[config.mk]
export PLATFORM = sky130hd
export DESIGN_NAME = signed_radix_digit_emitter
export DESIGN_NICKNAME = d
export VERILOG_FILES = /design/src/sv/sre_pkg.sv /design/src/sv/sre_alpha_mem.sv /design/src/sv/sre_div.sv /design/src/sv/signed_radix_digit_emitter.sv
export SDC_FILE = /design/constraint.sdc
export NUM_CORES = 1
export LEC_CHECK = 0
export ABC_AREA = 1
export ABC_CLOCK_PERIOD_IN_PS = 3450
export BUFFER_PORTS_ARGS = -buffer_cell sky130_fd_sc_hd__buf_2
export CAP_MARGIN = 20
export CORE_MARGIN = 2
export CORE_UTILIZATION = 57
export DETAILED_ROUTE_END_ITERATION = 8
export GPL_TIMING_DRIVEN = 0
export PLACE_DENSITY_LB_ADDON = 0.15
export RECOVER_POWER = 50
export SLEW_MARGIN = 0
export SYNTH_ARGS = -nofsm -noshare
export SYNTH_HDL_FRONTEND = slang
export SYNTH_SLANG_ARGS = --single-unit
[constraint.sdc]
create_clock -name i_clk -period 3.45 [get_ports i_clk]
set_input_delay 0.1725 -clock i_clk [delete_from_list [all_inputs] [get_ports i_clk]]
set_output_delay 0.1725 -clock i_clk [all_outputs]
set_load 0.05 [all_outputs]
[src/sv/sre_pkg.sv]
// Shared constants, op codes and divider status type for the radix digit emitter.
// No dependencies.
package sre_pkg;

    localparam int COUNT_W = 7;
    localparam int CHAR_W  = 8;
    localparam int INDEX_W = 6;

    localparam logic [CHAR_W-1:0] CHAR_PLUS  = 8'h2B;
    localparam logic [CHAR_W-1:0] CHAR_MINUS = 8'h2D;
    localparam logic [CHAR_W-1:0] CODE_LOW   = 8'd32;
    localparam logic [CHAR_W-1:0] CODE_HIGH  = 8'd126;

    localparam logic OP_LOAD    = 1'b0;
    localparam logic OP_CONVERT = 1'b1;

    typedef struct packed {
        logic done;
        logic zero;
    } t_div_stat;

endpackage

[src/sv/sre_alpha_mem.sv]
// Alphabet symbol memory: one write port, one read port with registered data.
// Depends on sre_pkg.
module sre_alpha_mem
    import sre_pkg::*;
#(
    parameter int DEPTH = 64,
    parameter int AW    = 6
) (
    input  logic              i_clk,
    input  logic              i_wr_en,
    input  logic [AW-1:0]     i_wr_addr,
    input  logic [CHAR_W-1:0] i_wr_data,
    input  logic              i_rd_en,
    input  logic [AW-1:0]     i_rd_addr,
    output logic [CHAR_W-1:0] o_rd_data
);

    logic [CHAR_W-1:0] r_mem [DEPTH];
    logic [CHAR_W-1:0] r_rd_data;

    always_ff @(posedge i_clk) begin
        if (i_wr_en) begin
            r_mem[i_wr_addr] <= i_wr_data;
        end
        if (i_rd_en) begin
            r_rd_data <= r_mem[i_rd_addr];
        end
    end

    assign o_rd_data = r_rd_data;

endmodule

[src/sv/sre_div.sv]
// Bit-serial restoring divider: one quotient bit per cycle, remainder is the digit.
// Depends on sre_pkg.
module sre_div
    import sre_pkg::*;
#(
    parameter int VALUE_BITS = 32,
    parameter int DIGIT_W    = 6
) (
    input  logic                  i_clk,
    input  logic                  i_rst_n,
    input  logic                  i_start,
    input  logic [VALUE_BITS-1:0] i_dividend,
    input  logic [COUNT_W-1:0]    i_divisor,
    output t_div_stat             o_stat,
    output logic [VALUE_BITS-1:0] o_quot,
    output logic [DIGIT_W-1:0]    o_digit
);

    localparam int CW = $clog2(VALUE_BITS + 1);

    logic                  r_busy;
    logic                  r_done;
    logic [CW-1:0]         r_cnt;
    logic [VALUE_BITS-1:0] r_dvd;
    logic [COUNT_W-1:0]    r_rem;
    logic                  r_any;

    logic [COUNT_W:0]      trial;
    logic [COUNT_W:0]      diff;
    logic                  ge;

    always_comb begin
        trial = {r_rem, r_dvd[VALUE_BITS-1]};
        ge    = trial >= {1'b0, i_divisor};
        diff  = trial - {1'b0, i_divisor};
    end

    always_ff @(posedge i_clk) begin
        if (!i_rst_n) begin
            r_busy <= 1'b0;
            r_done <= 1'b0;
            r_cnt  <= '0;
        end else begin
            r_done <= 1'b0;
            if (i_start) begin
                r_busy <= 1'b1;
                r_cnt  <= CW'(VALUE_BITS);
            end else if (r_busy) begin
                r_cnt <= r_cnt - CW'(1);
                if (r_cnt == CW'(1)) begin
                    r_busy <= 1'b0;
                    r_done <= 1'b1;
                end
            end
        end
    end

    always_ff @(posedge i_clk) begin
        if (i_start) begin
            r_dvd <= i_dividend;
            r_rem <= '0;
            r_any <= 1'b0;
        end else if (r_busy) begin
            r_dvd <= {r_dvd[VALUE_BITS-2:0], ge};
            r_rem <= ge ? diff[COUNT_W-1:0] : trial[COUNT_W-1:0];
            r_any <= r_any | ge;
        end
    end

    assign o_stat.done = r_done;
    assign o_stat.zero = !r_any;
    assign o_quot      = r_dvd;
    assign o_digit     = r_rem[DIGIT_W-1:0];

endmodule

[src/sv/signed_radix_digit_emitter.sv]
// Sequence: each alphabet symbol is validated in S_SCAN_RD then S_SCAN_CHK; each digit comes
// from the serial divider (S_DIV_GO, S_DIV_WAIT); each digit character then passes S_EMIT_RD,
// S_EMIT_LD and S_HOLD, a minus sign only S_HOLD, and S_HOLD waits while the output stalls.
// Throughput: one item at a time; o_in_stall holds new input off outside S_IDLE.
// Reset: synchronous active-low i_rst_n clears control state and symbol_count;
// the alphabet holds no defined content until written.
module signed_radix_digit_emitter
    import sre_pkg::*;
#(
    parameter int MAX_SYMBOLS = 64,
    parameter int VALUE_BITS  = 32
) (
    input  logic                  i_clk,
    input  logic                  i_rst_n,
    input  logic                  i_cfg_we,
    input  logic [COUNT_W-1:0]    i_cfg_wdata,
    input  logic                  i_in_valid,
    output logic                  o_in_stall,
    input  logic                  i_op,
    input  logic [INDEX_W-1:0]    i_symbol_index,
    input  logic [CHAR_W-1:0]     i_symbol_code,
    input  logic [VALUE_BITS-1:0] i_value,
    output logic                  o_out_valid,
    input  logic                  i_out_stall,
    output logic [CHAR_W-1:0]     o_out_char,
    output logic                  o_out_last
);

    localparam int AW = $clog2(MAX_SYMBOLS);
    localparam int BW = $clog2(VALUE_BITS);
    localparam int NW = $clog2(VALUE_BITS + 1);

    typedef enum logic [2:0] {
        S_IDLE,
        S_SCAN_RD,
        S_SCAN_CHK,
        S_DIV_GO,
        S_DIV_WAIT,
        S_EMIT_RD,
        S_EMIT_LD,
        S_HOLD
    } t_state;

    t_state                r_state;
    logic [COUNT_W-1:0]    r_count;
    logic [AW-1:0]         r_idx;
    logic [NW-1:0]         r_nd;
    logic [NW-1:0]         r_k;
    logic                  r_neg;
    logic                  r_out_valid;
    logic                  r_out_last;
    logic [CHAR_W-1:0]     r_out_char;
    logic [VALUE_BITS-1:0] r_mag;
    logic [127:0]          r_seen;
    logic [AW-1:0]         r_buf [VALUE_BITS];

    logic                  in_accept;
    logic                  is_convert;
    logic                  count_bad;
    logic                  wr_en;
    logic                  rd_en;
    logic [AW-1:0]         rd_addr;
    logic [CHAR_W-1:0]     rd_data;
    logic                  sym_bad;
    logic                  scan_last;
    logic [NW-1:0]         k_m1;
    logic                  div_start;
    t_div_stat             div_stat;
    logic [VALUE_BITS-1:0] div_quot;
    logic [AW-1:0]         div_digit;

    assign o_in_stall = (r_state != S_IDLE);
    assign in_accept  = i_in_valid && !o_in_stall;
    assign is_convert = (i_op == OP_CONVERT);
    assign count_bad  = (r_count < COUNT_W'(2)) || (r_count > COUNT_W'(MAX_SYMBOLS));
    assign wr_en      = in_accept && (i_op == OP_LOAD) && (32'(i_symbol_index) < MAX_SYMBOLS);
    assign k_m1       = r_k - NW'(1);
    assign div_start  = (r_state == S_DIV_GO);
    assign scan_last  = (COUNT_W'(r_idx) == r_count - COUNT_W'(1));

    always_comb begin
        sym_bad = (rd_data == CHAR_PLUS) || (rd_data == CHAR_MINUS) ||
                  (rd_data <= CODE_LOW) || (rd_data > CODE_HIGH) || r_seen[rd_data[6:0]];
    end

    always_comb begin
        rd_en   = 1'b0;
        rd_addr = r_idx;
        case (r_state)
            S_SCAN_RD: begin
                rd_en = 1'b1;
            end
            S_EMIT_RD: begin
                rd_en   = 1'b1;
                rd_addr = r_buf[k_m1[BW-1:0]];
            end
            default: begin
                rd_en = 1'b0;
            end
        endcase
    end

    sre_alpha_mem #(
        .DEPTH (MAX_SYMBOLS),
        .AW    (AW)
    ) u_mem (
        .i_clk     (i_clk),
        .i_wr_en   (wr_en),
        .i_wr_addr (AW'(i_symbol_index)),
        .i_wr_data (i_symbol_code),
        .i_rd_en   (rd_en),
        .i_rd_addr (rd_addr),
        .o_rd_data (rd_data)
    );

    sre_div #(
        .VALUE_BITS (VALUE_BITS),
        .DIGIT_W    (AW)
    ) u_div (
        .i_clk      (i_clk),
        .i_rst_n    (i_rst_n),
        .i_start    (div_start),
        .i_dividend (r_mag),
        .i_divisor  (r_count),
        .o_stat     (div_stat),
        .o_quot     (div_quot),
        .o_digit    (div_digit)
    );

    // control
    always_ff @(posedge i_clk) begin
        if (!i_rst_n) begin
            r_state     <= S_IDLE;
            r_count     <= '0;
            r_out_valid <= 1'b0;
            r_idx       <= '0;
            r_nd        <= '0;
            r_k         <= '0;
        end else begin
            if (i_cfg_we) begin
                r_count <= i_cfg_wdata;
            end
            case (r_state)
                S_IDLE: begin
                    if (in_accept && is_convert && !count_bad) begin
                        r_idx   <= '0;
                        r_state <= S_SCAN_RD;
                    end
                end
                S_SCAN_RD: begin
                    r_state <= S_SCAN_CHK;
                end
                S_SCAN_CHK: begin
                    if (sym_bad) begin
                        r_state <= S_IDLE;
                    end else if (scan_last) begin
                        r_nd    <= '0;
                        r_state <= S_DIV_GO;
                    end else begin
                        r_idx   <= r_idx + AW'(1);
                        r_state <= S_SCAN_RD;
                    end
                end
                S_DIV_GO: begin
                    r_state <= S_DIV_WAIT;
                end
                S_DIV_WAIT: begin
                    if (div_stat.done) begin
                        r_nd <= r_nd + NW'(1);
                        if (div_stat.zero) begin
                            r_k <= r_nd + NW'(1);
                            if (r_neg) begin
                                r_out_valid <= 1'b1;
                                r_state     <= S_HOLD;
                            end else begin
                                r_state <= S_EMIT_RD;
                            end
                        end else begin
                            r_state <= S_DIV_GO;
                        end
                    end
                end
                S_EMIT_RD: begin
                    r_state <= S_EMIT_LD;
                end
                S_EMIT_LD: begin
                    r_k         <= k_m1;
                    r_out_valid <= 1'b1;
                    r_state     <= S_HOLD;
                end
                S_HOLD: begin
                    if (!i_out_stall) begin
                        r_out_valid <= 1'b0;
                        r_state     <= r_out_last ? S_IDLE : S_EMIT_RD;
                    end
                end
                default: begin
                    r_state <= S_IDLE;
                end
            endcase
        end
    end

    // datapath
    always_ff @(posedge i_clk) begin
        if (in_accept && is_convert) begin
            r_neg  <= i_value[VALUE_BITS-1];
            r_mag  <= i_value[VALUE_BITS-1] ? VALUE_BITS'(~i_value + 1'b1) : i_value;
            r_seen <= '0;
        end
        if (r_state == S_SCAN_CHK && !sym_bad) begin
            r_seen[rd_data[6:0]] <= 1'b1;
        end
        if (r_state == S_DIV_WAIT && div_stat.done) begin
            r_buf[r_nd[BW-1:0]] <= div_digit;
            r_mag               <= div_quot;
            if (div_stat.zero) begin
                r_out_char <= CHAR_MINUS;
                r_out_last <= 1'b0;
            end
        end
        if (r_state == S_EMIT_LD) begin
            r_out_char <= rd_data;
            r_out_last <= (r_k == NW'(1));
        end
    end

    assign o_out_valid = r_out_valid;
    assign o_out_char  = r_out_char;
    assign o_out_last  = r_out_last;

endmodule

Yosys cells after proc, flatten, opt, wreduce, memory -nomap -nowiden
Memories as Yosys holds them, arrays and structs flattened. A register that Yosys moved wholly into a read port is not among the register bits. Cells that the tools add are included.

Register bits: 247. Latch bits: 0. Memory bits (writable): 704. ROM bits: 0. Bits of input ports: 59. Output and inout port bits: 11. Word-level logic and storage cells: 149. Memories kept: 2.

Memories: u_mem.r_mem (depth 64, bits a word 8, read ports 1, clocked after Yosys merged registers in 1, write ports 1, RTL line sre_alpha_mem.sv:18) `logic [CHAR_W-1:0] r_mem [DEPTH];`; r_buf (depth 32, bits a word 6, read ports 1, clocked after Yosys merged registers in 0, write ports 1, RTL line signed_radix_digit_emitter.sv:55) `logic [AW-1:0] r_buf [VALUE_BITS];`.

Add/sub/neg operators: 7. $mul: 0. Divide/modulo/power cells: 0. $lt $le $gt $ge: 7. Eq/ne operators: 21. Shift operators: 0. Muxes and demuxes: 55. Bitwise operators: 6. Reductions and logical operators: 33.

Operator list (number): 2-to-1 mux 128 bit (2); 2-to-1 mux 32 bit (5); bitwise OR 128 bit (1); 2-to-1 mux 6 bit (11); one-hot mux 6 bit (2 select lines) (3); adder 32 x 1 -> 32 bit, second input constant (1); NOT 32 bit (1); 2-to-1 mux 8 bit (3); one-hot mux 3 bit (8 select lines) (1); 2-to-1 mux 1 bit (18); equality test 8 x 6 -> 1 bit, second input constant (2); inequality test 2 bit, second input constant (8); 2-to-1 mux 3 bit (5); adder 6 x 1 -> 6 bit, second input constant (2); equality test 3 bit, second input constant (4); equality test 6 x 1 -> 1 bit, second input constant (2); nonzero test 2 bit (6); subtractor 6 x 1 -> 6 bit, second input constant (2); >= comparator 8 x 7 -> 1 bit (1); > comparator 8 x 7 -> 1 bit, second input constant (1); less-or-equal comparator 8 x 6 -> 1 bit, second input constant (1); less-than comparator 7 x 8 -> 1 bit, second input constant (1); AND reduction 4 bit (2); binary-select mux 1 bit (select 7 bit) (1); other kinds (25) (45).

Logic depth before layout (Yosys ltp)
Depth in word-level cells: 8. Depth in mapped cells: 26. Mapped depth without buffers: 19.

By module
Synthesis repeated with hierarchy kept, for this count alone.

Cell total of the unflattened synthesis: 3895. Area total of the unflattened synthesis: 40309.9 µm².

Modules (own cells, without submodules): sre_alpha_mem (times used 1, cells each 1805, area each 21419.3 µm², sequential area each 15615.0 µm²); signed_radix_digit_emitter (times used 1, cells each 1773, area each 16365.7 µm², sequential area each 9529.1 µm²); sre_div (times used 1, cells each 317, area each 2524.9 µm², sequential area each 1281.2 µm²).

Worst setup path before layout
OpenSTA, ideal clock, no wires.

Path type: register to register. From: reg r_state[0]. To: reg r_mag[0] (enable). Library setup time: 0.389 ns. Arrival time: 2.893 ns. Required time: 3.061 ns. Setup slack: 0.168 ns. Cell stages (with the launch flop): 10. Path buffers: 2. Period minus slack after synthesis: 3.282 ns. Cell sequence: dfxtp_1 -> nor2_1 -> inv_1 -> nor2_1 -> clkinv_1 -> nor3_2 -> clkinv_1 -> clkbuf_1 -> buf_1 -> nand2_1.

Cells in the longest elaborated chain, start to end: 5. Elaborated cells on any way between the ends: 7. Classes of those cells: 1 x eq/ne; 6 x reduce/logical.

Ends and longest elaborated chain: from (decl) (RTL line signed_radix_digit_emitter.sv:44) `t_state r_state;`; from (signal assigned) (RTL line signed_radix_digit_emitter.sv:194) `r_state <= r_out_last ? S_IDLE : S_EMIT_RD;`; nonzero test 3 bit (RTL line signed_radix_digit_emitter.sv:72) `assign o_in_stall = (r_state != S_IDLE);`; named net o_in_stall (RTL line signed_radix_digit_emitter.sv:18) `output logic o_in_stall,`; logical NOT 1 bit (RTL line signed_radix_digit_emitter.sv:73) `assign in_accept = i_in_valid && !o_in_stall;`; logical AND 1 bit (RTL line signed_radix_digit_emitter.sv:73); logical AND 1 bit (RTL line signed_radix_digit_emitter.sv:206) `if (in_accept && is_convert) begin`; nonzero test 2 bit (no source line); to (signal assigned) (RTL line signed_radix_digit_emitter.sv:208) `r_mag <= i_value[VALUE_BITS-1] ? VALUE_BITS'(~i_value + 1'b1) : i_value;`; to (signal assigned) (RTL line signed_radix_digit_emitter.sv:216) `r_mag <= div_quot;`; to (decl) (RTL line signed_radix_digit_emitter.sv:53) `logic [VALUE_BITS-1:0] r_mag;`.

The timed path passes the listed nets, and every way through them passes these cells. A chain may end at the register's enable or synchronous reset.

Worst setup path after layout
From: reg r_state[0]. To: mem u_mem.r_mem[55][1] (enable).

Cells in the longest elaborated chain, start to end: 6.

Ends and longest elaborated chain: nonzero test 3 bit (RTL line signed_radix_digit_emitter.sv:72); logical NOT 1 bit (RTL line signed_radix_digit_emitter.sv:73); logical AND 1 bit (RTL line signed_radix_digit_emitter.sv:73); logical AND 1 bit (RTL line signed_radix_digit_emitter.sv:76) `assign wr_en = in_accept && (i_op == OP_LOAD) && (32'(i_symbol_index) < MAX_SYMBOLS);`; 2-to-1 mux 1 bit (RTL line sre_alpha_mem.sv:22) `if (i_wr_en) begin`; 2-to-1 mux 1 bit (not written as such) (RTL line sre_alpha_mem.sv:23) `r_mem[i_wr_addr] <= i_wr_data;`; to (decl) (RTL line sre_alpha_mem.sv:18).

Every way passes these cells.

==> impl_metrics.env <==
export IMPL_die_area_mm2=0.07733
export IMPL_finalNetCount=4587
export IMPL_vias_per_cell=6.016
export IMPL_dp_hpwl_mm=85.91
export IMPL_htree_levels=3
export IMPL_worst_slew_margin_rel=-1.595
export IMPL_synth_seq_cells=959
export IMPL_worst_case_clock_buffer_depth=3
export IMPL_gp_congestion=0.9822
export IMPL_layout_min_cycle_time_ns=3.740
export IMPL_timing_clock_skew_ns=0.02611
export IMPL_synth_seq_area_share=0.6321
export IMPL_final_layout_size_suffix_gt1_frac=0.1665
export IMPL_post_synth_cell_area_avg_um2=10.10
export IMPL_synth_nets=4319
export IMPL_drc=0
export IMPL_grt_max_degree=65
export IMPL_initial_utilization=0.5752
export IMPL_total_leakage_power_nw=19.84
export IMPL_ios=70
export IMPL_path_class="reg2reg"
export IMPL_final_fill_count=5498
export IMPL_placementRows=100
export IMPL_first_pass_grt_wire_length_mm=195.4
export IMPL_unrepaired_setup_endpoints_after_global_routing="true"
export IMPL_ant_nets=0
export IMPL_timing_final_crit_share=1.084
export IMPL_ys_dominant_reg_cell="sky130_fd_sc_hd__edfxtp_1"
export IMPL_clock_sinks=959
export IMPL_setup_viol=257
export IMPL_drt_initial_drc_count=4226
export IMPL_critical_path_most_common_cell="sky130_fd_sc_hd__nor2_1"
export IMPL_timing_critical_path_to_type="flop"
export IMPL_cts_root_buf="sky130_fd_sc_hd__clkbuf_16"
export IMPL_timing_final_ws_setup_ns=-0.2897
export IMPL_port_buffers=69
export IMPL_worstPathCellList="nor2_1 > inv_1 > nor2_1 > clkinv_1 > nor3_1 > inv_1 > nor2_1 > nand3_1 > nor2_1"
export IMPL_max_stage_delay_ns=0.91
export IMPL_final_seq_area_mm2=0.02707
export IMPL_die_height_um=278.1
export IMPL_clock_fmax_mhz=267.4
export IMPL_detail_route_wl_per_cell_um=23.88
export IMPL_cp_max_fo=8
export IMPL_grt_total_usage=0.3368
export IMPL_timing_max_cap_violations=9
export IMPL_via_count_of_the_first_global_routing_pass=31968
export IMPL_required_ns=3.74
export IMPL_tritoncts_num_buffers=99
export IMPL_synth_edf_count=786
export IMPL_setup_tns_final_ns=-45.62
export IMPL_multi_input_area_mm2=0.01415
export IMPL_outcome="finished, violations left"
export IMPL_final_hold_violation_count=0
export IMPL_insertion_delay_to_the_later_sink_of_the_worst_skew_pair_ns=0.68
export IMPL_failing_checks="capacitance limit, slew limit, setup timing"
export IMPL_tritoncts="built"
export IMPL_max_slew_worst_pin_slew_ns=3.892
export IMPL_cell_pwr_density_mw_per_mm2=491.3
export IMPL_area_growth_syn_to_layout_pct=19.47
export IMPL_netlist_area_mm2=0.04282
export IMPL_vdd_ir_drop_max_mv=0.4314
export IMPL_wirelength_mm=132.8
export IMPL_critical_path_arrival_ns=4.03
export IMPL_clk_pin_slew_worst_paths_ns=0.06
export IMPL_post_layout_total_power_mw=25.13
export IMPL_critPathLaunchType="flop"
export IMPL_ys_warn_count=0
export IMPL_synth_lib_cells_used_distinct=51
export IMPL_number_of_max_slew_violations_in_the_final_report=454
export IMPL_grt_remaining_overflow=0
export IMPL_floorplan_core_area_mm2=0.07445
export IMPL_synth_async_sr_flop_share=0
export IMPL_initial_antenna_violation_count=1
export IMPL_die_width_um=278.1
export IMPL_min_delay_path_class="in2reg"
export IMPL_dr_pass1_iters=7
export IMPL_total_number_of_vias=33441
export IMPL_postSynthCellCount=4241
export IMPL_crit_path_top_delay_cell="sky130_fd_sc_hd__nor2_1"
## timing repair
item / in CTS / in global routing
hold endpoints to repair: 59 / 0
hold buffers: 38 / 0
resized for setup: 460 / 200
pin swaps: 50 / 42
cloned: 13 / 2
buffers inserted: 32 / 12
endpoints found under the setup margin: 269 / 462
## metal layers
layer	vias to the layer above	global-route usage	wire length, um
met3	425	0.05381	12680
li1	15063	-	-
met2	2048	0.5408	62240
met4	0	0.1795	7006
met5	-	0	0
met1	15905	0.4434	50840
## path summary, 6_finish.rpt
check,cells past startpoint,slack [ns],end,from
worst max register to register,9,-0.29,u_mem.r_mem[55][1],r_state[0]
worst max-delay path,9,-0.29,u_mem.r_mem[55][1],r_state[0]
worst min register to register,2,0.43,r_seen[4],r_seen[4]
worst min-delay path,3,0.005,r_mag[9],i_value[9]
## worst max-delay path, delay by kind of cell (launching register included)
| family | cells | cell delay (ns) |
|---|---|---|
| buf+inv | 3 | 0.60 |
| simple gates | 6 | 2.38 |
| flops | 1 | 0.36 |
## state kept, by name, summed over array words and instances (netlist names), 7 cells and up
| register | count |
|---|---|
| u_mem.o_rd_data | 8 |
| u_div.o_quot | 32 |
| u_mem.r_mem | 512 |
| r_seen | 128 |
| o_out_char | 8 |
| r_buf | 192 |
| r_count | 7 |
| r_mag | 32 |
| u_div.r_rem | 7 |
## placed cells by master, fill, tap and decap left out, drive strengths merged, types with 8 or more instances in the layout
master	n
o22ai	46
a21oi	101
xor2	28
edfxtp	786
clkinv	40
inv	478
a32o	8
buf	273
nand3	698
dlygate4sd3	38
dfxtp	173
xnor2	20
nand2	933
or2	9
o21ai	146
o31ai	12
nand3b	187
ha	18
a22oi	22
nor3	24
clkbuf	237
nor2	217
o211ai	27
nand4	22
## cells in the mapped netlist, types with 8 or more instances
cell	instances	share of area
sky130_fd_sc_hd__a21oi_1	99	0.012
sky130_fd_sc_hd__o21ai_0	104	0.012
sky130_fd_sc_hd__clkbuf_1	65	0.0057
sky130_fd_sc_hd__buf_4	50	0.0088
sky130_fd_sc_hd__inv_1	461	0.040
sky130_fd_sc_hd__xnor2_1	20	0.0041
sky130_fd_sc_hd__nand3_1	695	0.081
sky130_fd_sc_hd__or2_2	8	0.0012
sky130_fd_sc_hd__edfxtp_1	786	0.55
sky130_fd_sc_hd__a22oi_1	22	0.0039
sky130_fd_sc_hd__dfxtp_1	173	0.081
sky130_fd_sc_hd__xor2_1	27	0.0055
sky130_fd_sc_hd__nand3b_1	187	0.033
sky130_fd_sc_hd__o21ai_1	40	0.0047
sky130_fd_sc_hd__buf_6	11	0.0029
sky130_fd_sc_hd__nand2_1	927	0.081
sky130_fd_sc_hd__o31ai_1	12	0.0021
sky130_fd_sc_hd__ha_1	18	0.0053
sky130_fd_sc_hd__o211ai_1	27	0.0047
sky130_fd_sc_hd__nor3_1	22	0.0026
sky130_fd_sc_hd__buf_1	21	0.0018
sky130_fd_sc_hd__a32o_1	8	0.0019
sky130_fd_sc_hd__nand4_1	22	0.0032
sky130_fd_sc_hd__nor2_1	215	0.019
sky130_fd_sc_hd__buf_2	101	0.012
sky130_fd_sc_hd__o22ai_1	46	0.0067
sky130_fd_sc_hd__inv_2	13	0.0011
## logic make-up after synthesis
logic type	after synthesis	share of synthesized area
simple gates	2094	0.2243
flops	959	0.6321
buf+inv	726	0.07299
compound gates	395	0.05470
xor+xnor	48	0.01026
fa+ha+maj	19	0.005727
## power by group
group | switching, mW | total, mW | internal (mW)
clock | 4.50 | 10.4 | 5.93
sequential | 0.219 | 13.2 | 13.0
combinational | 1.11 | 1.52 | 0.408
total | 5.82 | 25.1 | 19.3
## through the flow
step / instance area (um2) / utilization / cells / hold slack [ns] / setup WS (ns)
detailed placement: 44650 / 0.5998 / 5290 / 0.4215 / -1.661
global placement: 44380 / 0.5961 / 5279 / 0.4175 / -1.653
CTS: 50640 / 0.6802 / 5552 / 0.001462 / -0.1446
floorplan: 42820 / - / 4241 / 0.2714 / 0.1679
finish: 51160 / 0.6872 / 5559 / 0.004969 / -0.2897
global route: 51160 / 0.6872 / 5559 / 0.04053 / -0.3300
## layout make-up
class                           instances  area share
Antenna cell                            1  0.00004891
Buffer                                244     0.04282
Clock buffer                          133     0.05356
Clock inverter                         48    0.007362
Inverter                              477     0.03563
Multi-Input combinational cell       2556      0.2765
Sequential cell                       959      0.5291
Tap cell                              969     0.02370
Timing Repair Buffer                  172     0.03121
Note: power is estimated with default switching activity, not from simulation.
